$ cat src/rtl/core/emt_pkg.sv
// Shared types and constants for the encoder multi-turn tracker.
// No dependencies.
package emt_pkg;

	localparam int ANGLE_BITS    = 14;
	localparam int TURN_BITS     = 18;
	localparam int POS_BITS      = 32;
	localparam int AGE_BITS      = 16;
	localparam int CFG_DATA_BITS = 14;
	localparam int CFG_IDX_BITS  = 1;

	localparam logic [CFG_IDX_BITS-1:0] REG_ZERO_OFFSET = 1'd0;
	localparam logic [CFG_IDX_BITS-1:0] REG_REVERSE     = 1'd1;

	typedef struct packed {
		logic [POS_BITS-1:0]   position;
		logic [TURN_BITS-1:0]  turn_count;
		logic [ANGLE_BITS-1:0] angle;
		logic [AGE_BITS-1:0]   sample_age;
		logic                  read_error;
		logic                  feedback_valid;
	} emt_result_t;

endpackage

$ cat src/rtl/core/emt_skid.sv
// Two-entry output buffer for tracker results: output register plus skid slot.
// Depends on emt_pkg.
module emt_skid
	import emt_pkg::*;
(
	input  logic        clk,
	input  logic        arst_n,
	input  logic        in_valid,
	output logic        in_ready,
	input  emt_result_t in_data,
	output logic        out_valid,
	input  logic        out_ready,
	output emt_result_t out_data
);

	emt_result_t main_q;
	emt_result_t skid_q;
	logic        main_valid_q;
	logic        skid_valid_q;
	logic        main_load;
	logic        skid_load;

	assign in_ready  = !skid_valid_q;
	assign out_valid = main_valid_q;
	assign out_data  = main_q;

	assign main_load = out_ready || !main_valid_q;
	assign skid_load = !main_load && in_valid && in_ready;

	always_ff @(posedge clk or negedge arst_n) begin
		if (!arst_n) begin
			main_valid_q <= 1'b0;
			skid_valid_q <= 1'b0;
		end else if (main_load) begin
			main_valid_q <= skid_valid_q || in_valid;
			skid_valid_q <= 1'b0;
		end else if (skid_load) begin
			skid_valid_q <= 1'b1;
		end
	end

	always_ff @(posedge clk) begin
		if (main_load) begin
			main_q <= skid_valid_q ? skid_q : in_data;
		end
		if (skid_load) begin
			skid_q <= in_data;
		end
	end

endmodule

$ cat src/rtl/core/encoder_multiturn_tracker_unit.sv
// Multi-turn tracker for a 14-bit absolute angle sensor: angle correction,
// turn counting, hold on failed reads and sample aging.
// Depends on emt_pkg and emt_skid.
// Accepted results go to the output register, or to the skid slot while the output stalls.
// Throughput: one request per cycle while the skid slot is empty; turn state updates at the accept edge, and
// a two-entry output buffer keeps input ready while one result is stalled.
// Reset: turns, baseline and valid flags cleared, sample age set to all ones,
// held angle and position zero, both configuration registers zero.
module encoder_multiturn_tracker_unit
	import emt_pkg::*;
(
	input  logic                     clk,
	input  logic                     arst_n,
	input  logic                     cfg_wen,
	input  logic [CFG_IDX_BITS-1:0]  cfg_index,
	input  logic [CFG_DATA_BITS-1:0] cfg_wdata,
	input  logic                     s_tvalid,
	output logic                     s_tready,
	input  logic [23:0]              s_tdata,  // raw_high_byte, raw_low_byte, rebaseline, zero fill
	input  logic [0:0]               s_tuser,  // read_ok
	output logic                     m_tvalid,
	input  logic                     m_tready,
	output logic [79:0]              m_tdata,  // sample_age, angle, turn_count, position
	output logic [1:0]               m_tuser   // feedback_valid, read_error
);

	localparam logic [AGE_BITS-1:0] AGE_MAX = '1;

	logic [ANGLE_BITS-1:0] zero_offset_q;
	logic                  reverse_q;
	logic [TURN_BITS-1:0]  turns_q;
	logic [ANGLE_BITS-1:0] prev_angle_q;
	logic                  baseline_q;
	logic [AGE_BITS-1:0]   age_q;
	logic                  ever_valid_q;
	logic [ANGLE_BITS-1:0] held_angle_q;
	logic [POS_BITS-1:0]   held_pos_q;

	logic                  s_acc;
	logic                  read_ok;
	logic                  rebaseline;
	logic [15:0]           raw_word;
	logic [ANGLE_BITS-1:0] raw_angle;
	logic [ANGLE_BITS-1:0] offs_angle;
	logic [ANGLE_BITS-1:0] ang;
	logic signed [ANGLE_BITS:0] diff;
	logic [TURN_BITS-1:0]  turns_n;
	logic [POS_BITS-1:0]   pos_n;
	logic [AGE_BITS-1:0]   age_n;
	emt_result_t           res;
	emt_result_t           out_res;

	assign s_acc      = s_tvalid && s_tready;
	assign read_ok    = s_tuser[0];
	assign rebaseline = s_tdata[16];
	assign raw_word   = {s_tdata[7:0], s_tdata[15:8]};
	assign raw_angle  = raw_word[15 -: ANGLE_BITS];

	always_comb begin
		offs_angle = raw_angle - zero_offset_q;
		ang = (reverse_q && offs_angle != '0) ? ANGLE_BITS'(-offs_angle) : offs_angle;
		diff = $signed({1'b0, ang}) - $signed({1'b0, prev_angle_q});

		turns_n = turns_q;
		if (rebaseline) begin
			turns_n = '0;
		end else if (baseline_q) begin
			// a large drop means the angle wrapped forward
			if (diff < -$signed((ANGLE_BITS+1)'(1 << (ANGLE_BITS-1)))) begin
				turns_n = turns_q + TURN_BITS'(1);
			end else if (diff > $signed((ANGLE_BITS+1)'(1 << (ANGLE_BITS-1)))) begin
				turns_n = turns_q - TURN_BITS'(1);
			end
		end

		pos_n = (POS_BITS'($signed(turns_n)) << ANGLE_BITS) + POS_BITS'(ang);
		age_n = (age_q == AGE_MAX) ? age_q : age_q + AGE_BITS'(1);

		res.feedback_valid = ever_valid_q || read_ok;
		res.read_error     = !read_ok;
		res.sample_age     = read_ok ? '0 : age_n;
		res.angle          = read_ok ? ang : held_angle_q;
		res.turn_count     = read_ok ? turns_n : turns_q;
		res.position       = read_ok ? pos_n : held_pos_q;
	end

	always_ff @(posedge clk or negedge arst_n) begin
		if (!arst_n) begin
			zero_offset_q <= '0;
			reverse_q     <= 1'b0;
		end else if (cfg_wen) begin
			unique case (cfg_index)
				REG_ZERO_OFFSET: zero_offset_q <= ANGLE_BITS'(cfg_wdata);
				REG_REVERSE:     reverse_q     <= cfg_wdata[0];
				default: ;
			endcase
		end
	end

	always_ff @(posedge clk or negedge arst_n) begin
		if (!arst_n) begin
			turns_q      <= '0;
			prev_angle_q <= '0;
			baseline_q   <= 1'b0;
			age_q        <= '1;
			ever_valid_q <= 1'b0;
			held_angle_q <= '0;
			held_pos_q   <= '0;
		end else if (s_acc) begin
			age_q <= res.sample_age;
			if (read_ok) begin
				turns_q      <= turns_n;
				prev_angle_q <= ang;
				baseline_q   <= 1'b1;
				ever_valid_q <= 1'b1;
				held_angle_q <= ang;
				held_pos_q   <= pos_n;
			end
		end
	end

	emt_skid u_skid (
		.clk       (clk),
		.arst_n    (arst_n),
		.in_valid  (s_tvalid),
		.in_ready  (s_tready),
		.in_data   (res),
		.out_valid (m_tvalid),
		.out_ready (m_tready),
		.out_data  (out_res)
	);

	assign m_tdata = {out_res.position, out_res.turn_count, out_res.angle, out_res.sample_age};
	assign m_tuser = {out_res.read_error, out_res.feedback_valid};

	a_good_clears_age: assert property (@(posedge clk) disable iff (!arst_n)
		s_acc && read_ok |=> age_q == '0)
		else $error("sample age not cleared after good read");

	a_fail_holds_turns: assert property (@(posedge clk) disable iff (!arst_n)
		s_acc && !read_ok |=> $stable(turns_q) && $stable(held_pos_q))
		else $error("turn state changed on failed read");

	a_rebase_zero: assert property (@(posedge clk) disable iff (!arst_n)
		s_acc && read_ok && rebaseline |=> turns_q == '0 && held_pos_q == POS_BITS'(held_angle_q))
		else $error("rebaseline did not zero the turn count");

	a_valid_sticky: assert property (@(posedge clk) disable iff (!arst_n)
		ever_valid_q |=> ever_valid_q && baseline_q)
		else $error("feedback valid dropped");

endmodule
$ cat config.mk
export PLATFORM = sky130hd
export DESIGN_NAME = encoder_multiturn_tracker_unit
export DESIGN_NICKNAME = d
export VERILOG_FILES = /design/src/rtl/core/emt_pkg.sv /design/src/rtl/core/emt_skid.sv /design/src/rtl/core/encoder_multiturn_tracker_unit.sv
export SDC_FILE = /design/constraint.sdc
export NUM_CORES = 1
export LEC_CHECK = 0
export BUFFER_PORTS_ARGS = -buffer_cell sky130_fd_sc_hd__buf_2
export CAP_MARGIN = 20
export CORE_MARGIN = 8
export CORE_UTILIZATION = 50
export CTS_CLUSTER_SIZE = 30
export DETAILED_ROUTE_END_ITERATION = 16
export PLACE_DENSITY = 0.78
export SLEW_MARGIN = 10
export SYNTH_ARGS = -nofsm -noshare
export SYNTH_HDL_FRONTEND = slang
export SYNTH_HIERARCHICAL = 1
export SYNTH_SLANG_ARGS = --single-unit
$ cat constraint.sdc
create_clock -name clk -period 9.15 [get_ports clk]
set_input_delay 1.83 -clock clk [delete_from_list [all_inputs] [get_ports clk]]
set_output_delay 1.83 -clock clk [all_outputs]
set_load 0.02 [all_outputs]
== Word-level counts from Yosys, hierarchy flattened ==
Index checks and enable logic that the tools add are counted.

* Input port bits: 45
* Register bits after elaboration: 276
* Output and inout port bits: 84

* Reductions and logical operators: 16
* Add/sub/neg operators: 7
* Muxes and demuxes: 13
* Bitwise operators: 1
* Order comparisons: 2
* Equality and inequality tests: 1

{| class="wikitable"
|+ Operators by type and width
! kind !! count
|-
| $mux W18 || 5
|-
| $mux W82 || 1
|-
| $add A32 B14 Y32 || 1
|-
| $mux W16 || 2
|-
| $mux W32 || 1
|-
| $mux W14 || 2
|-
| $add A18 B1 Y18 const B || 1
|-
| $sub A18 B1 Y18 const B || 1
|-
| $add A16 B1 Y16 const B || 1
|-
| $eq A16 B16 Y1 const B || 1
|-
| $gt A15 B15 Y1 const B || 1
|-
| $lt A15 B14 Y1 const B || 1
|-
| $sub A14 B14 Y15 || 1
|-
| $neg A14 Y14 || 1
|-
| $reduce_bool A14 Y1 || 1
|-
| $sub A14 B14 Y14 || 1
|-
| $reduce_and A2 Y1 || 3
|-
| $logic_and A1 B1 Y1 || 4
|-
| $logic_not A1 Y1 || 4
|-
| $logic_or A1 B1 Y1 || 3
|-
| $mux W1 || 2
|-
| $reduce_bool A2 Y1 || 1
|-
| $not A1 Y1 || 1
|}

== Longest topological paths before layout ==
* Depth after elaboration: 13
* Mapped depth: 28
* Mapped depth without buffers: 23

== Modules after synthesis ==
The synthesis kept the hierarchy.

{| class="wikitable"
|+ By module, submodules not included
! module !! cells an instance !! seq. area each (µm²) !! area each (µm²) !! instances
|-
| encoder_multiturn_tracker_unit || 1198 || 2772.7 || 9267.6 || 1
|-
| emt_skid || 263 || 4974.8 || 6155.9 || 1
|}

== Worst setup path after synthesis ==
Ideal clock, no wire load.

* Path kind: input to register
* Start: input port m_tready
* End: register u_skid/skid_q[0] (netlist bit), enable pin
* Arrival time: 9983 ps
* Path slack: -1473 ps
* Stages: 2
* Required time: 8510 ps
* Setup time: 640 ps
* Cells stage by stage: nand2b_1 > nor3b_1

* Longest elaborated chain between the ends: 4

{| class="wikitable"
|+ RTL lines
! item !! line !! source
|-
| start: declaration || encoder_multiturn_tracker_unit.sv:22 || <nowiki>input logic m_tready,</nowiki>
|-
| $logic_or A1 B1 Y1 || emt_skid.sv:27 || <nowiki>assign main_load = out_ready || !main_valid_q;</nowiki>
|-
| $logic_not A1 Y1 || emt_skid.sv:28 || <nowiki>assign skid_load = !main_load && in_valid && in_ready;</nowiki>
|-
| $logic_and A1 B1 Y1 (2 in series) || emt_skid.sv:28 ||
|-
| named net u_skid.skid_load || emt_skid.sv:21 || <nowiki>logic skid_load;</nowiki>
|-
| end signal: assignment || emt_skid.sv:47 || <nowiki>skid_q <= in_data;</nowiki>
|-
| end: declaration || emt_skid.sv:17 || <nowiki>emt_result_t skid_q;</nowiki>
|}

The timed path passes the listed nets, and every way through them passes these cells.
A chain may end at the register's enable or synchronous reset.

==> reports/results.txt <==
By count the netlist is led by sky130_fd_sc_hd__edfxtp_1 (164), sky130_fd_sc_hd__nand2_1 (153), sky130_fd_sc_hd__dfrtp_1 (96), sky130_fd_sc_hd__nor2_1 (87), sky130_fd_sc_hd__o21ai_0 (85). Dividing the detail-routed via count by the number of cells gives 6.17. Number of warnings issued by yosys: 6.

By area the synthesized netlist is led by sky130_fd_sc_hd__edfxtp_1 (32%), sky130_fd_sc_hd__dfrtp_1 (16%), sky130_fd_sc_hd__mux2_4 (3.9%), sky130_fd_sc_hd__nand2_1 (3.7%), sky130_fd_sc_hd__mux2_2 (3.4%). The floorplan has 64 rows. Pin placement for this block handled 129 I/O pins. Setup repair after global routing left no endpoint under its margin.

The first-pass GRT wire length came out at 60.3 mm. The core region is 30,500 sq um. The filler cells instantiated in the layout total 2,493.

Summed over all layers, the routed wires come to 37.2 mm. The maximum fanout count along the critical path is 16. In the final routed layout, each cell accounts on average for 18.9 um.

The share of flip-flops with an asynchronous set or reset works out to 40.6%. Largest net degree at the start of global routing: 83. The die is 192 um wide. Of the post-synthesis cell area, the dominant cell type holds 31.9%. The tools report the kind of capture point of the worst setup path as a flop. The data required time at the worst endpoint was 9600 ps; the leakage power total was 6.89 nW. The number of flip-flops and latches in the synthesized netlist came out at 276. TritonCTS built the clock tree. The total inserted antenna cells was 0. Cells with a size suffix above 1 make up 20.9% of the layout.

The maximum level of the CTS H-tree was 1; the depth of the worst register-to-register path was 23. The run gives 3.09 mW as the internal power contribution. At the pin with the least slew margin, the transition time is 1060 ps.

Dividing the synthesized area by the synthesized cell count gives 10.6 sq um. The run gives 35.5% as the part of the total power dissipated in sequential elements. The run gives 1.92 mW as the net switching power. The floorplan step set the die height to 192 um. Among all cell types in the netlist, the one instantiated most often is sky130_fd_sc_hd__edfxtp_1.

The class of the most critical hold timing path was flop to flop. For the worst-skew pair, the clock arrives at the later sink with an insertion delay of 580 ps. The number of slew-limit violations in the final report is 0, and the number of gates resized after CTS is 0. Launching element type of the critical path: an input pin. Synthesis produced 1,461 cells.

After clock tree synthesis, the setup repair step added 0 buffers. The largest single stage delay on the critical path is 650 ps. Yosys mapped a number of flops with a built-in enable equal to 164. For the total vias in the final route, the log shows 12,100. The clock sink count is 276, and the data arrival time of the worst path is 8780 ps. At the end of the flow, the number of nets in the layout was 1,621.

The combinational share of power was 39.8%; the total placed instance area was 16,300 sq um. The tools report the netlist area before placement as 15,400 sq um. In this run the remaining antenna-violating nets after routing total 0. Across the VDD grid, the largest voltage drop is 0.173 mV.

Clock tree synthesis inserted a total of 29 buffers. The leading area contributor after synthesis was sky130_fd_sc_hd__edfxtp_1. For the finished layout, the period the worst path requires is 8340 ps. The logs give 0 for the number of antenna violations at the first check in global routing and 36,700 sq um for the full die area.

Routability-driven placement finished with a final weighted congestion of 0.913. The run finished with clean final reports. The logs give 0 for the hold-fix buffer count after cts and 0 for the total global routing overflow. From synthesis to final layout, the design area changed by 12.7%.

Setup total negative slack on the finished layout was measured at 0 ps. After legalization and detailed placement, the total HPWL measured 24.4 mm. The clock network burns 24.7% of the power. The slowest stage of the critical path belongs to the cell sky130_fd_sc_hd__o311ai_0. Power spread over the standard cell area amounts to 288 nW/um^2. The length of the first detailed-routing pass in iterations came out at 6. The clock arrives with 33.4 ps of skew. The tools report the final-report hold violation count as 0. After clock tree synthesis, the clock-pin slew on the worst setup and hold paths is 70 ps.

Global routing used 19.8% of the available tracks. The logs give 83 for the number of distinct library cell variants in the gate-level netlist after synthesis and 11,600 for the number of global-route vias before repair. The count of input and output buffers is 119, and the largest buffer count on any clock path is 3. The logs give 17,400 sq um for the area of all placed cells without fillers and 50.6% for the initial standard-cell utilization of the core. For the achievable clock frequency, the log shows 0.120 GHz. Synthesis produced a netlist with a net count of 1,539.

The most common flop cell mapped by yosys is sky130_fd_sc_hd__edfxtp_1. The root buffer cell is sky130_fd_sc_hd__clkbuf_16. The tool flagged a number of max-cap violations equal to 0.

For this run, design rule violations remaining after detail routing come to 0. The worst hold path cell count came out at 1. The critical path is of the input pin to flop type. Measured against its own limit, the worst slew margin works out to 29.5%. The count of endpoints failing setup in the final report came out at 0. The share of total power consumed by net switching is 38.4%. The share of the clock period used by the worst path after layout came out at 91.1%.

For this run, the register share of the synthesized area comes to 50.2%. The signal on the critical path passes through buf_2 -> ha_1 -> nor2b_1 -> o21a_1 -> o211a_1 -> or3_1 -> a21oi_1 -> o311a_1 -> nand3_1 -> o21ai_0 -> mux2_2 -> ha_1 -> nor2b_1 -> o2111ai_1 -> a21oi_2 -> o2111a_1 -> o2111a_1 -> nor2_2 -> o21a_1 -> nor2_1 -> buf_4 -> o311ai_0 -> mux2_4. The tools report the number of DRC markers in iteration 0 as 1,089.
## flip-flops by register name, indices dropped and copies added, names as in the netlist
signal               flops
u_skid/skid_q           82
zero_offset_q           14
ever_valid_q             1
turns_q                 18
reverse_q                1
u_skid/out_valid         1
u_skid/skid_valid_q      1
held_pos_q              32
u_skid/out_data         82
age_q                   16
held_angle_q            14
prev_angle_q            14
## per-layer routing
metal | track usage [%] | share of wire (%)
met1 | 27.2 | 44
met2 | 32.0 | 45
met3 | 3.70 | 8.4
met4 | 5.12 | 2.0
met5 | 0 | 0
## cells in the final DEF (no fill, tap or decap), types with 15 or more instances in the layout
cell type / instances
sky130_fd_sc_hd__nand3_1: 52
sky130_fd_sc_hd__o221ai_1: 32
sky130_fd_sc_hd__or3_1: 16
sky130_fd_sc_hd__mux2_2: 47
sky130_fd_sc_hd__nand2_1: 153
sky130_fd_sc_hd__o21a_1: 16
sky130_fd_sc_hd__nor2_1: 86
sky130_fd_sc_hd__dfrtp_1: 95
sky130_fd_sc_hd__edfxtp_1: 164
sky130_fd_sc_hd__ha_1: 31
sky130_fd_sc_hd__buf_2: 118
sky130_fd_sc_hd__o31ai_1: 19
sky130_fd_sc_hd__inv_1: 66
sky130_fd_sc_hd__nor3_1: 46
sky130_fd_sc_hd__clkbuf_16: 29
sky130_fd_sc_hd__nand4_1: 35
sky130_fd_sc_hd__o211ai_1: 25
sky130_fd_sc_hd__buf_4: 29
sky130_fd_sc_hd__dfstp_2: 16
sky130_fd_sc_hd__mux2_4: 40
sky130_fd_sc_hd__a21o_1: 18
sky130_fd_sc_hd__a21oi_1: 56
sky130_fd_sc_hd__xnor2_1: 15
sky130_fd_sc_hd__o21ai_0: 84
## area by class of cell
cell class | count | area, sq um | area share, %
Clock buffer | 35 | 758 | 4.36
Clock inverter | 19 | 243 | 1.40
Inverter | 67 | 251 | 1.45
Multi-Input combinational cell | 1020 | 7020 | 40.4
Sequential cell | 276 | 7750 | 44.6
Tap cell | 396 | 495 | 2.85
Timing Repair Buffer | 149 | 856 | 4.92
## power by group through the flow
stage / clock [mW] / combinational, mW / sequential (mW)
after floorplan: 0 / 1.35 / 1.84
after global placement: 0 / 1.90 / 1.78
after detailed placement: 0 / 1.95 / 1.80
after CTS: 1.26 / 1.97 / 1.78
after global routing: 1.30 / 2.18 / 1.81
final: 1.24 / 2.00 / 1.78
## cell families (layout without fill, tap and decap cells)
logic type      Yosys count  after routing  synth area share [%]
simple gates            497            497                  16.2
compound gates          356            356                  16.1
flops                   276            276                  50.2
buf+inv                 165            270                  4.43
mux                     106            106                  8.62
fa+ha+maj                33             33                  2.77
xor+xnor                 28             28                  1.59
## stage by stage
step / utilization, % / cells / hold WS, ps / worst slack, ps / total power, mW
after floorplan: - / 1461 / 446 / 1420 / 3.19
after global placement: 53.5 / 1906 / 458 / 570 / 3.69
after detailed placement: 53.5 / 1906 / 467 / 447 / 3.75
after CTS: 56.8 / 1960 / 479 / 953 / 5.00
after global routing: 57.0 / 1962 / 506 / 472 / 5.29
final: 57.0 / 1962 / 475 / 813 / 5.01
## critical path, delay by kind of cell
kind / cells / cell delay [ps]
AO/OA/AOI/OAI: 11 / 3900
adder cells (fa/ha/maj): 2 / 560
buffers and inverters: 2 / 360
multiplexers: 2 / 680
AND/OR/NAND/NOR: 6 / 1450
## path summary, 6_finish.rpt
path / from / end / slack, ps
worst min-delay path: prev_angle_q[8] / prev_angle_q[8] / 470
worst max-delay path: s_tdata[11] / u_skid/out_data[65] / 810
worst max register to register: zero_offset_q[1] / u_skid/out_data[65] / 1780
max in group asynchronous: arst_n / u_skid/skid_valid_q / 6430
worst min register to register: prev_angle_q[8] / prev_angle_q[8] / 470
min in group asynchronous: arst_n / zero_offset_q[9] / 1300
Power figures use the tool's default switching activity.
